File: src/rtl/plain_substring_search_top_assert.svh
// Assertion macros used by the substring search top level.
`ifndef PLAIN_SUBSTRING_SEARCH_TOP_ASSERT_SVH
`define PLAIN_SUBSTRING_SEARCH_TOP_ASSERT_SVH
`ifndef SYNTH
// Same-cycle implication, held off during reset.
`define PSS_ASSERT_IMPL(label, clk, rst, ante, cons) \
  label: assert property (@(posedge clk) disable iff (rst) (ante) |-> (cons)) \
    else $error("assertion failed");
// Next-cycle implication, held off during reset.
`define PSS_ASSERT_NEXT(label, clk, rst, ante, cons) \
  label: assert property (@(posedge clk) disable iff (rst) (ante) |=> (cons)) \
    else $error("assertion failed");
`else
`define PSS_ASSERT_IMPL(label, clk, rst, ante, cons)
`define PSS_ASSERT_NEXT(label, clk, rst, ante, cons)
`endif
`endif

File: src/rtl/pss_pkg.sv
// Types and constants for the substring search block.
package pss_pkg;

  localparam int CHAR_W  = 21;
  localparam int CFG_W   = 16;
  localparam int POS_W   = 17;
  localparam int LEN_W   = 6;
  localparam int KIND_W  = 2;
  localparam int STAT_W  = 2;
  localparam int S_DATA_W = 24;
  localparam int M_DATA_W = 24;

  typedef enum logic [KIND_W-1:0] {
    KIND_START   = 2'd0,
    KIND_PATTERN = 2'd1,
    KIND_TEXT    = 2'd2
  } pss_kind_t;

  typedef enum logic [STAT_W-1:0] {
    ST_FOUND     = 2'd0,
    ST_NOT_FOUND = 2'd1,
    ST_PAT_LONG  = 2'd2,
    ST_TEXT_LONG = 2'd3
  } pss_status_t;

  typedef struct packed {
    logic pat_shift;
    logic text_shift;
  } pss_cell_ctrl_t;

endpackage

File: src/rtl/pss_cell.sv
// One compare cell: a pattern character, a text character and a match flag (pattern == text_in).
module pss_cell (
  input  logic                       clk,
  input  pss_pkg::pss_cell_ctrl_t    ctrl,
  input  logic [pss_pkg::CHAR_W-1:0] pat_in,
  input  logic [pss_pkg::CHAR_W-1:0] text_in,
  output logic [pss_pkg::CHAR_W-1:0] pat_q,
  output logic [pss_pkg::CHAR_W-1:0] text_q,
  output logic                       eq
);

  // text_in is the text character one position newer than this cell's slot
  assign eq = (text_in == pat_q);

  always_ff @(posedge clk) begin
    if (ctrl.pat_shift) begin
      pat_q <= pat_in;
    end
    if (ctrl.text_shift) begin
      text_q <= text_in;
    end
  end

endmodule

File: src/rtl/plain_substring_search_top.sv
// Top level of the streaming substring search.
// Finds the first occurrence of a loaded pattern of up to PATTERN_MAX code points in a
// streamed text region. Send a start item (tuser 0), then pattern characters (tuser 1),
// then text characters (tuser 2, tlast on the final one). Each cell of a row of
// PATTERN_MAX cells holds one pattern character (newest first) and one text character;
// the pattern row shifts by one on each append that fits, the text row on each stored text
// character; all cells compare in parallel, so one item is taken every clock cycle as long
// as the output side drains. A result appears in the output register the cycle after the
// item that causes it; at most one result is given per search. No clearing pass follows
// reset. start_offset may be written only while the block is idle.
module plain_substring_search_top #(
  parameter int PATTERN_MAX = 32,
  parameter int TEXT_MAX    = 65536
) (
  input  logic                         clk,
  input  logic                         rst,
  input  logic                         cfg_wr_en,
  input  logic [pss_pkg::CFG_W-1:0]    cfg_wr_data,
  input  logic                         s_tvalid,
  output logic                         s_tready,
  input  logic [pss_pkg::S_DATA_W-1:0] s_tdata,   // [20:0] char_value, [23:21] zero
  input  logic [pss_pkg::KIND_W-1:0]   s_tuser,   // [1:0] kind
  input  logic                         s_tlast,
  output logic                         m_tvalid,
  input  logic                         m_tready,
  output logic [pss_pkg::M_DATA_W-1:0] m_tdata,   // [16:0] match_position, [22:17] match_length, [23] zero
  output logic [pss_pkg::STAT_W-1:0]   m_tuser    // [1:0] status
);

  `include "plain_substring_search_top_assert.svh"

  localparam int CNT_W = $clog2(PATTERN_MAX + 1);
  localparam int IDX_W = $clog2(TEXT_MAX + 1);
  localparam int SUM_W = ((IDX_W > CNT_W) ? IDX_W : CNT_W) + 1;

  logic [pss_pkg::CFG_W-1:0]  start_offset;
  logic [CNT_W-1:0]           pattern_count;
  logic                       pattern_overflow;
  logic [IDX_W-1:0]           text_index;
  logic                       search_done;

  logic [pss_pkg::CHAR_W-1:0] pat_q  [PATTERN_MAX];
  logic [pss_pkg::CHAR_W-1:0] text_q [PATTERN_MAX];
  logic [PATTERN_MAX-1:0]     eq_vec;
  logic [PATTERN_MAX-1:0]     active_vec;

  pss_pkg::pss_kind_t         kind;
  logic [pss_pkg::CHAR_W-1:0] char_value;
  logic                       in_fire;
  logic                       is_start;
  logic                       is_append;
  logic                       is_text;
  logic                       pat_room;
  logic                       text_push;
  pss_pkg::pss_cell_ctrl_t    cell_ctrl;

  logic [SUM_W-1:0]           idx_plus1;
  logic [SUM_W-1:0]           cnt_ext;
  logic [SUM_W-1:0]           match_idx;
  logic                       window_ok;
  logic                       hit;
  logic                       text_full;

  logic                       res_valid;
  pss_pkg::pss_status_t       res_status;
  logic [pss_pkg::POS_W-1:0]  res_pos;
  logic [pss_pkg::LEN_W-1:0]  res_len;

  assign s_tready   = !m_tvalid || m_tready;
  assign in_fire    = s_tvalid && s_tready;
  assign kind       = pss_pkg::pss_kind_t'(s_tuser);
  assign char_value = s_tdata[pss_pkg::CHAR_W-1:0];

  assign is_start  = in_fire && (kind == pss_pkg::KIND_START);
  assign is_append = in_fire && (kind == pss_pkg::KIND_PATTERN);
  assign is_text   = in_fire && (kind == pss_pkg::KIND_TEXT) && !search_done;
  assign pat_room  = (pattern_count < CNT_W'(PATTERN_MAX));

  assign cell_ctrl.pat_shift  = is_append && pat_room;
  assign cell_ctrl.text_shift = text_push;

  genvar k;
  generate
    for (k = 0; k < PATTERN_MAX; k++) begin : g_cell
      logic [pss_pkg::CHAR_W-1:0] pat_in;
      logic [pss_pkg::CHAR_W-1:0] text_in;
      if (k == 0) begin : g_head
        assign pat_in  = char_value;
        assign text_in = char_value;
      end else begin : g_body
        assign pat_in  = pat_q[k-1];
        assign text_in = text_q[k-1];
      end
      pss_cell u_cell (
        .clk     (clk),
        .ctrl    (cell_ctrl),
        .pat_in  (pat_in),
        .text_in (text_in),
        .pat_q   (pat_q[k]),
        .text_q  (text_q[k]),
        .eq      (eq_vec[k])
      );
      assign active_vec[k] = (CNT_W'(k) < pattern_count);
    end
  endgenerate

  assign window_ok = &(eq_vec | ~active_vec);
  assign idx_plus1 = SUM_W'(text_index) + SUM_W'(1);
  assign cnt_ext   = SUM_W'(pattern_count);
  assign match_idx = idx_plus1 - cnt_ext;
  assign hit       = (idx_plus1 >= cnt_ext) && window_ok;
  assign text_full = (text_index >= IDX_W'(TEXT_MAX));

  always_comb begin
    res_valid  = 1'b0;
    res_status = pss_pkg::ST_FOUND;
    res_pos    = '0;
    res_len    = '0;
    text_push  = 1'b0;
    if (is_text) begin
      if (pattern_overflow) begin
        res_valid  = 1'b1;
        res_status = pss_pkg::ST_PAT_LONG;
      end else if (pattern_count == '0) begin
        res_valid  = 1'b1;
        res_pos    = pss_pkg::POS_W'(start_offset);
      end else if (text_full) begin
        res_valid  = 1'b1;
        res_status = pss_pkg::ST_TEXT_LONG;
      end else begin
        text_push = 1'b1;
        if (hit) begin
          res_valid = 1'b1;
          res_pos   = pss_pkg::POS_W'(start_offset) + pss_pkg::POS_W'(match_idx);
          res_len   = pss_pkg::LEN_W'(pattern_count);
        end else if (s_tlast) begin
          res_valid  = 1'b1;
          res_status = pss_pkg::ST_NOT_FOUND;
        end
      end
    end
  end

  always_ff @(posedge clk) begin
    if (rst) begin
      start_offset     <= '0;
      pattern_count    <= '0;
      pattern_overflow <= 1'b0;
      text_index       <= '0;
      search_done      <= 1'b0;
      m_tvalid         <= 1'b0;
    end else begin
      if (cfg_wr_en) begin
        start_offset <= cfg_wr_data;
      end
      if (is_start) begin
        pattern_count    <= '0;
        pattern_overflow <= 1'b0;
        text_index       <= '0;
        search_done      <= 1'b0;
      end
      if (is_append) begin
        if (pat_room) begin
          pattern_count <= pattern_count + CNT_W'(1);
        end else begin
          pattern_overflow <= 1'b1;
        end
      end
      if (text_push) begin
        text_index <= text_index + IDX_W'(1);
      end
      if (res_valid) begin
        search_done <= 1'b1;
      end
      // reload the output register whenever its content is gone or taken
      if (s_tready) begin
        m_tvalid <= res_valid;
      end
    end
  end

  always_ff @(posedge clk) begin
    if (s_tready && res_valid) begin
      m_tuser <= res_status;
      m_tdata <= {1'b0, res_len, res_pos};
    end
  end

  `PSS_ASSERT_IMPL(a_cnt_range, clk, rst, 1'b1, pattern_count <= CNT_W'(PATTERN_MAX))
  `PSS_ASSERT_IMPL(a_ovf_full, clk, rst, pattern_overflow, pattern_count == CNT_W'(PATTERN_MAX))
  `PSS_ASSERT_NEXT(a_result_ends, clk, rst, res_valid && !is_start, search_done)
  `PSS_ASSERT_IMPL(a_done_quiet, clk, rst, search_done, !text_push && !res_valid)
  `PSS_ASSERT_IMPL(a_push_in_range, clk, rst, text_push, !text_full && (pattern_count != '0))

endmodule
File: config.mk
export PLATFORM = sky130hd
export DESIGN_NAME = plain_substring_search_top
export DESIGN_NICKNAME = d
export VERILOG_FILES = /design/src/rtl/pss_pkg.sv /design/src/rtl/pss_cell.sv /design/src/rtl/plain_substring_search_top.sv
export VERILOG_INCLUDE_DIRS = /design/src /design/src/rtl
export SDC_FILE = /design/constraint.sdc
export NUM_CORES = 1
export LEC_CHECK = 0
export BUFFER_PORTS_ARGS = -buffer_cell sky130_fd_sc_hd__buf_2
export CAP_MARGIN = 20
export CORE_MARGIN = 5
export CORE_UTILIZATION = 40
export DETAILED_ROUTE_END_ITERATION = 16
export MAX_ROUTING_LAYER = met4
export PLACE_DENSITY = 0.6
export SKIP_LAST_GASP = 1
export SLEW_MARGIN = 20
export SYNTH_ARGS = -nofsm -noshare
export SYNTH_HDL_FRONTEND = slang
export SYNTH_SLANG_ARGS = --single-unit
File: constraint.sdc
create_clock -name clk -period 28.4 [get_ports clk]
set_input_delay 1.42 -clock clk [delete_from_list [all_inputs] [get_ports clk]]
set_output_delay 1.42 -clock clk [all_outputs]
set_load 0.01 [all_outputs]
==> flow_metrics.py, run 1 <==
metrics = {
    "status": {
        "status": "finished, final reports clean",
    },
    "global_routing": {
        "grt_pass1_wl_um": 150000,
        "antenna_found_initial": 3,
        "grt_use_total": 0.152,
        "overflow": 0,
        "grt_max_degree": 179,
        "grt_pass1_vias": 23900,
    },
    "drt": {
        "drc": 0,
        "vias_per_cell": 4.91,
        "wl_per_cell_um": 21.2,
        "wl_um": 101000,
        "vias": 23300,
        "postRouteAntennaNets": 0,
        "drtIter0Drc": 1915,
        "first_pass_iters": 5,
    },
    "pwr": {
        "p_leak_nw": 18.5,
        "peakVddDrop_mv": 0.0593,
        "p_sw_mw": 0.833,
        "power_frac_seq": 0.554,
        "internal_power_mw": 3.30,
        "clockPowerShare": 0.424,
        "comb_power_share": 0.022,
        "swShare": 0.202,
        "p_per_area_nw_per_um2": 70.7,
    },
    "clock_tree": {
        "clock_latency_ns": 0.75,
        "post_cts_resized": 0,
        "cts_hold_buffers": 0,
        "clock_sinks": 1390,
        "post_cts_buffers": 0,
        "cts_tree": "yes",
        "clockBufferDepth": 3,
        "path_clk_slew_ns": 0.06,
        "cts_htree_levels": 4,
        "cts_made_buffers": 137,
        "clock_tree.root_cell": "clkbuf_16",
    },
    "floorplan": {
        "io_pins": 76,
        "rows": 131,
        "die_h_um": 369,
        "core_um2": 128000,
        "die_x_um": 369,
        "initial_core_util": 0.404,
        "dieArea_um2": 136000,
    },
    "place": {
        "place_hpwl_um": 68800,
        "placed_cells": 4496,
        "gp_congestion": 0.829,
        "dp_slack_ns": 21.75,
        "io_buffers": 71,
    },
    "layout": {
        "fin_nets": 3064,
        "drive_above_1_share": 0.0942,
        "syn_to_final_growth_pct": 13.3,
        "final_cell_mix": "edfxtp_1, xnor2_1, xor2_1, clkbuf_16, nand4_1",
        "final_common_cell": "edfxtp_1",
        "finalNonFillerCells": 4742,
        "final.fill_count": 10900,
    },
    "timing": {
        "fin_crit_ns": 5.74,
        "tightest_slew_ns": 1.08,
        "fin_skew_ns": 0.0410,
        "rsz0062_at_grt": "false",
        "setup_viol": 0,
        "finalSetupTns_ns": 0,
        "final.setup.worst_slack_ns": 22.66,
        "hold_violations": 0,
        "fmax_mhz": 174,
        "relSlewSlack": 0.283,
        "post-route-period-util": 0.202,
        "slew_violations": 0,
    },
    "yosys": {
        "ys_types": 55,
        "ys_ff_latch": 1390,
        "netlist_area_um2": 51600,
        "syn_avg_cell_area_um2": 18.6,
        "postSynthCellCount": 2770,
        "yosysSeqAreaShare": 0.800,
        "synth_top_area_share": 0.784,
        "synth_edf_count": 1348,
        "synth_top_cell_by_area": "edfxtp_1",
        "yosys_warnings": 0,
        "synth_ff_type": "edfxtp_1",
        "ys_async_sr_fraction": 0,
        "syn-num-nets": 2861,
        "ys_top_cells_by_area": "edfxtp_1, xnor2_1, xor2_1, dfxtp_1, nand4_1",
    },
    "run": {
        "cap_violations": 0,
    },
    "worst_setup_path": {
        "reg2reg_to": "g_cell[11].u_cell.text_q[10]",
        "crit_path_end_kind": "flop",
        "rrSetupSlack_ns": 22.93,
        "cp_max_fo": 155,
        "criticalPathCategory": "input port to flop",
        "cp.required_ns": 28.77,
        "r2r_start": "pattern_count[1]",
        "endpoint": "g_cell[11].u_cell.text_q[10]",
        "crit_start": "m_tready",
        "reg2reg_depth": 10,
        "cp-start-kind": "input port",
        "cp_data_arrival_time_ns": 6.11,
    },
    "hold_path": {
        "min_path_type": "flop to flop",
        "hold_start": "g_cell[29].u_cell.pat_q[12]",
    },
}
[cell families (layout without fill, tap and decap cells)]
| group | count (synthesis) | in the layout | share of synthesized area |
|---|---|---|---|
| DFF | 1390 | 1390 | 0.800 |
| xor gates and xnor gates | 700 | 700 | 0.119 |
| and+or+nand+nor | 401 | 401 | 0.0421 |
| AOI/OAI and AO/OA | 144 | 144 | 0.0187 |
| buffers and inverters | 75 | 384 | 0.00574 |
| adders and majority gates | 43 | 43 | 0.0113 |
| muxes | 16 | 16 | 0.00310 |
| other | 1 | 2 | 0.0000726 |
[synthesized netlist by cell type, drive strengths merged, types with 3 or more instances]
library cell,number
edfxtp,1348
xnor2,419
xor2,281
nand4,103
nor4,83
nor2,76
inv,50
nor3,44
dfxtp,42
nand3,41
a21oi,40
ha,37
o21ai,25
nand2,24
clkbuf,22
a22o,17
a31oi,16
mux2i,16
or3,10
a22oi,8
a21o,7
a41oi,6
fa,6
and3,5
or4,4
a2111oi,3
a211oi,3
and2,3
buf,3
o2111ai,3
[worst min path at each step]
stage / end / slack, ns / cells after the start
floorplan: g_cell[10].u_cell.text_q[12] / 0.45 / 0
global placement: g_cell[2].u_cell.pat_q[18] / 0.45 / 0
detailed placement: g_cell[6].u_cell.pat_q[16] / 0.45 / 0
CTS: g_cell[30].u_cell.pat_q[12] / 0.45 / 0
global route: g_cell[24].u_cell.text_q[17] / 0.46 / 0
finish: g_cell[30].u_cell.pat_q[12] / 0.45 / 0
[sequential cells by signal (all words and copies together), names as in the netlist]
register              cells
g_cell.u_cell.pat_q     672
g_cell.u_cell.text_q    651
m_tdata                  23
m_tuser                   2
m_tvalid                  1
pattern_count             6
pattern_overflow          1
search_done               1
start_offset             16
text_index               17
[layer usage]
metal | track usage | wire (um) | vias up
li1 | - | - | 11000
met1 | 0.184 | 41100 | 11700
met2 | 0.260 | 52800 | 469
met3 | 0.0310 | 4710 | 139
met4 | 0.0404 | 2080 | 0
met5 | - | 0 | -
[stage by stage]
| step | hold slack (ns) | power, mW | util | cell area [um2] |
|---|---|---|---|---|
| finish | 0.447 | 4.13 | 0.458 | 58500 |
| global route | 0.462 | 4.28 | 0.458 | 58500 |
| CTS | 0.448 | 4.18 | 0.458 | 58500 |
| detailed placement | 0.454 | 2.43 | 0.424 | 54200 |
| global placement | 0.450 | 2.43 | 0.424 | 54200 |
| floorplan | 0.447 | 2.41 | - | 51600 |
[critical path, stage by stage]
cell	delay, ns
buf_2	0.07
nand2b_1	0.36
nand4_1	0.38
or4_1	0.56
buf_4	0.26
inv_8	0.62
buf_4	0.87
buf_12	0.74
buf_4	0.67
[cell type report]
| type | count | area [um2] | area share |
|---|---|---|---|
| antenna | 1 | 2.50 | 0.0000428 |
| tap | 1662 | 2080 | 0.0355 |
| multi-input combinational | 1305 | 10000 | 0.172 |
| timing repair buffer | 89 | 528 | 0.00902 |
| sequential | 1390 | 41300 | 0.706 |
| clock buffer | 180 | 3700 | 0.0633 |
| clock inverter | 65 | 641 | 0.0109 |
| inverter | 50 | 203 | 0.00346 |
[power groups by stage]
stage,clock [mW],combinational [mW],sequential [mW]
5_1_grt,1.88,0.102,2.29
3_3_place_gp,0,0.0935,2.33
6_report,1.75,0.0922,2.29
2_1_floorplan,0,0.0640,2.35
3_5_place_dp,0,0.0934,2.33
4_1_cts,1.79,0.0941,2.29
Power figures use the tool's default switching activity.
==> run 2: changes to the inputs <==
--- a/config.mk
+++ b/config.mk
@@ -6,6 +6,7 @@
 export SDC_FILE = /design/constraint.sdc
 export NUM_CORES = 1
 export LEC_CHECK = 0
+export ABC_AREA = 1
 export BUFFER_PORTS_ARGS = -buffer_cell sky130_fd_sc_hd__buf_2
 export CAP_MARGIN = 20
 export CORE_MARGIN = 5
==> constraint.sdc (replaced) <==
create_clock -name clk -period 5.77 [get_ports clk]
set_input_delay 0.2885 -clock clk [delete_from_list [all_inputs] [get_ports clk]]
set_output_delay 0.2885 -clock clk [all_outputs]
set_load 0.01 [all_outputs]
==> run 2 against run 1 <==
Net effect: synthesized cell count is 53% higher; first-iteration DRC count is 11% lower; combinational power grew to 5.9 times the previous value; clock skew is 0.017 ns lower; clock-buffer cell count is 2 higher; largest cell class unchanged.
==> flow_metrics.py, run 2 <==
metrics = {
    "status": {
        "status": "finished, final reports clean",
    },
    "global_routing": {
        "grt_max_degree": 184,
        "grt_use_total": 0.129,
        "grt_pass1_wl_um": 144000,
        "antenna_found_initial": 1,
        "grt_pass1_vias": 28800,
        "overflow": 0,
    },
    "worst_setup_path": {
        "r2r_start": "text_index[2]",
        "critPathBufInv": 2,
        "crit_path_end_kind": "flop",
        "criticalPathCategory": "flop to flop",
        "cp_slowest_cell": "dlygate4sd3_1",
        "max_stage_delay_ns": 0.58,
        "cp-start-kind": "flop",
        "cp_cell_sequence": "nand2_2 > nor2_1 > nand2_1 > xnor2_1 > ha_1 > a21oi_1 > o21a_1 > nand4_1 > nor2_2 > nand2_2 > nor2_2 > nand2_4 > nand3_2 > nand2_1 > nand2_1 > dlygate4sd3_1 > a21oi_1 > dlygate4sd3_1",
        "reg2reg_to": "search_done",
        "cp_data_arrival_time_ns": 4.61,
        "critical_path.top_delay_family": "simple AND/OR/NAND/NOR gates",
        "cp_max_fo": 4,
        "cp.depth": 18,
        "cp.required_ns": 6.37,
        "rrSetupSlack_ns": 1.76,
        "cp_common_cell": "nand2_1",
        "endpoint": "search_done",
        "reg2reg_depth": 18,
        "crit_start": "text_index[2]",
    },
    "yosys": {
        "synth_edf_count": 1348,
        "ys_types": 49,
        "yosys_warnings": 0,
        "syn-num-nets": 4328,
        "netlist_area_um2": 55200,
        "synth_most_common_cell": "edfxtp_1",
        "synth_top_cell_by_area": "edfxtp_1",
        "ys_top_cells_by_area": "edfxtp_1, nand2_1, xor2_1, inv_1, nor2_1",
        "synth_ff_type": "edfxtp_1",
        "ys_async_sr_fraction": 0,
        "syn_avg_cell_area_um2": 13.0,
        "ys_ff_latch": 1390,
        "synth_common_cells": "edfxtp_1, nand2_1, inv_1",
        "postSynthCellCount": 4237,
        "yosysSeqAreaShare": 0.748,
        "synth_top_area_share": 0.733,
    },
    "floorplan": {
        "core_um2": 137000,
        "dieArea_um2": 146000,
        "die_h_um": 382,
        "die_x_um": 382,
        "rows": 136,
        "initial_core_util": 0.402,
        "io_pins": 76,
    },
    "drt": {
        "vias": 28900,
        "drtIter0Drc": 1711,
        "postRouteAntennaNets": 0,
        "wl_per_cell_um": 14.5,
        "drc": 0,
        "first_pass_iters": 5,
        "wl_um": 92600,
        "vias_per_cell": 4.52,
    },
    "pwr": {
        "fin_total_pwr_mw": 20.0,
        "p_leak_nw": 23.9,
        "clockPowerShare": 0.409,
        "p_sw_mw": 4.01,
        "comb_power_share": 0.027,
        "power_frac_seq": 0.563,
        "peakVddDrop_mv": 0.270,
        "p_per_area_nw_per_um2": 319,
        "internal_power_mw": 16.0,
        "swShare": 0.200,
    },
    "clock_tree": {
        "clockBufferDepth": 3,
        "path_clk_slew_ns": 0.06,
        "clock_tree.root_cell": "clkbuf_16",
        "clock_sinks": 1390,
        "post_cts_resized": 0,
        "cts_htree_levels": 4,
        "cts_made_buffers": 138,
        "clock_latency_ns": 0.73,
        "cts_tree": "yes",
    },
    "timing": {
        "relSlewSlack": 0.358,
        "rsz0062_at_grt": "false",
        "slew_violations": 0,
        "post-route-period-util": 0.695,
        "final.setup.worst_slack_ns": 1.76,
        "tightest_slew_ns": 0.963,
        "hold_violations": 0,
        "fmax_mhz": 250,
        "fin_skew_ns": 0.0238,
        "fin_crit_ns": 4.01,
        "setup_viol": 0,
    },
    "layout": {
        "largestRegisters": "g_cell.u_cell.pat_q x672, g_cell.u_cell.text_q x651, m_tdata x23",
        "largest_reg_flops": 672,
        "final.fill_count": 12000,
        "final_cell_mix": "edfxtp_1, nand2_1, inv_1, nor2_1, xor2_1",
        "syn_to_final_growth_pct": 13.5,
        "multi_input_area_um2": 11700,
        "fin_nets": 4597,
        "antennaDiodeCount": 0,
        "seqCellArea_um2": 41300,
        "drive_above_1_share": 0.0723,
        "final_util": 0.456,
        "regMostFlops": "g_cell.u_cell.pat_q",
        "stdcell_area_um2": 62700,
        "final_common_cell": "edfxtp_1",
    },
    "place": {
        "place_hpwl_um": 60500,
        "gp_congestion": 0.825,
        "dp_slack_ns": 1.89,
        "io_buffers": 71,
        "placed_area_um2": 58000,
    },
    "run": {
        "cap_violations": 0,
    },
    "hold_path": {
        "min_path_type": "input port to flop",
    },
}
==> run 2: tightest hold or removal path, cell delays in order <==
cell and delay [ns]:
buf_2 0.08, nor3_1 0.11, o22ai_1 0.17, nand2_1 0.06
inv_1 0.04
==> run 2: final cells by class <==
type	count	share of cell area
tap	1794	0.0358
timing repair buffer	145	0.0190
clock inverter	56	0.00563
clock buffer	182	0.0596
sequential	1390	0.659
inverter	557	0.0335
multi-input combinational	2274	0.187
==> run 2: logic make-up (layout without fill, tap and decap cells) <==
| family | after synthesis | in the layout | share of synthesized area |
|---|---|---|---|
| simple gates | 1677 | 1677 | 0.122 |
| compound gates | 132 | 132 | 0.0128 |
| xor+xnor | 421 | 421 | 0.0669 |
| other cells | 1 | 1 | 0.0000679 |
| fa+ha+maj | 43 | 43 | 0.0106 |
| flops | 1390 | 1390 | 0.748 |
| buf+inv | 573 | 940 | 0.0396 |
==> run 2: how the worst min path moves through the flow <==
stage	endpoint	slack [ns]	start	cells past startpoint
3_3_place_gp	g_cell[26].u_cell.text_q[2]	0.43	g_cell[25].u_cell.text_q[2]	0
2_1_floorplan	pattern_count[0]	0.37	rst	1
3_5_place_dp	g_cell[24].u_cell.pat_q[2]	0.43	g_cell[23].u_cell.pat_q[2]	0
6_report	pattern_count[5]	0.07	s_tuser[1]	5
5_1_grt	pattern_count[5]	0.06	s_tuser[1]	5
4_1_cts	pattern_count[5]	0.008	s_tuser[1]	5
==> run 2: power by group through the flow <==
stage,clock (mW),sequential [mW],combinational (mW)
3_5_place_dp,0,11.5,0.522
3_3_place_gp,0,11.5,0.516
2_1_floorplan,0,11.5,0.367
5_1_grt,8.87,11.3,0.615
6_report,8.19,11.3,0.547
4_1_cts,8.45,11.3,0.554
==> run 2: layer usage <==
layer	up-vias	wire, um	GRT usage
li1	14600	-	-
met1	13700	34800	0.134
met4	0	3080	0.0510
met5	-	0	-
met2	458	50900	0.240
met3	171	3840	0.0253
==> run 2: what timing repair did <==
action                                  4_1_cts  5_1_grt
hold buffers                                 53        0
buffers inserted                              0        0
endpoints found under the setup margin        0        0
hold endpoints to repair                     81        0
==> run 2: stage by stage <==
stage                     setup TNS (ns)  hold WS (ns)  instances
after floorplan                 -6124.00         0.367       4237
after global placement                 0         0.430       6106
after detailed placement               0         0.433       6106
after CTS                              0       0.00774       6397
after global routing                   0        0.0611       6398
final                                  0        0.0709       6398
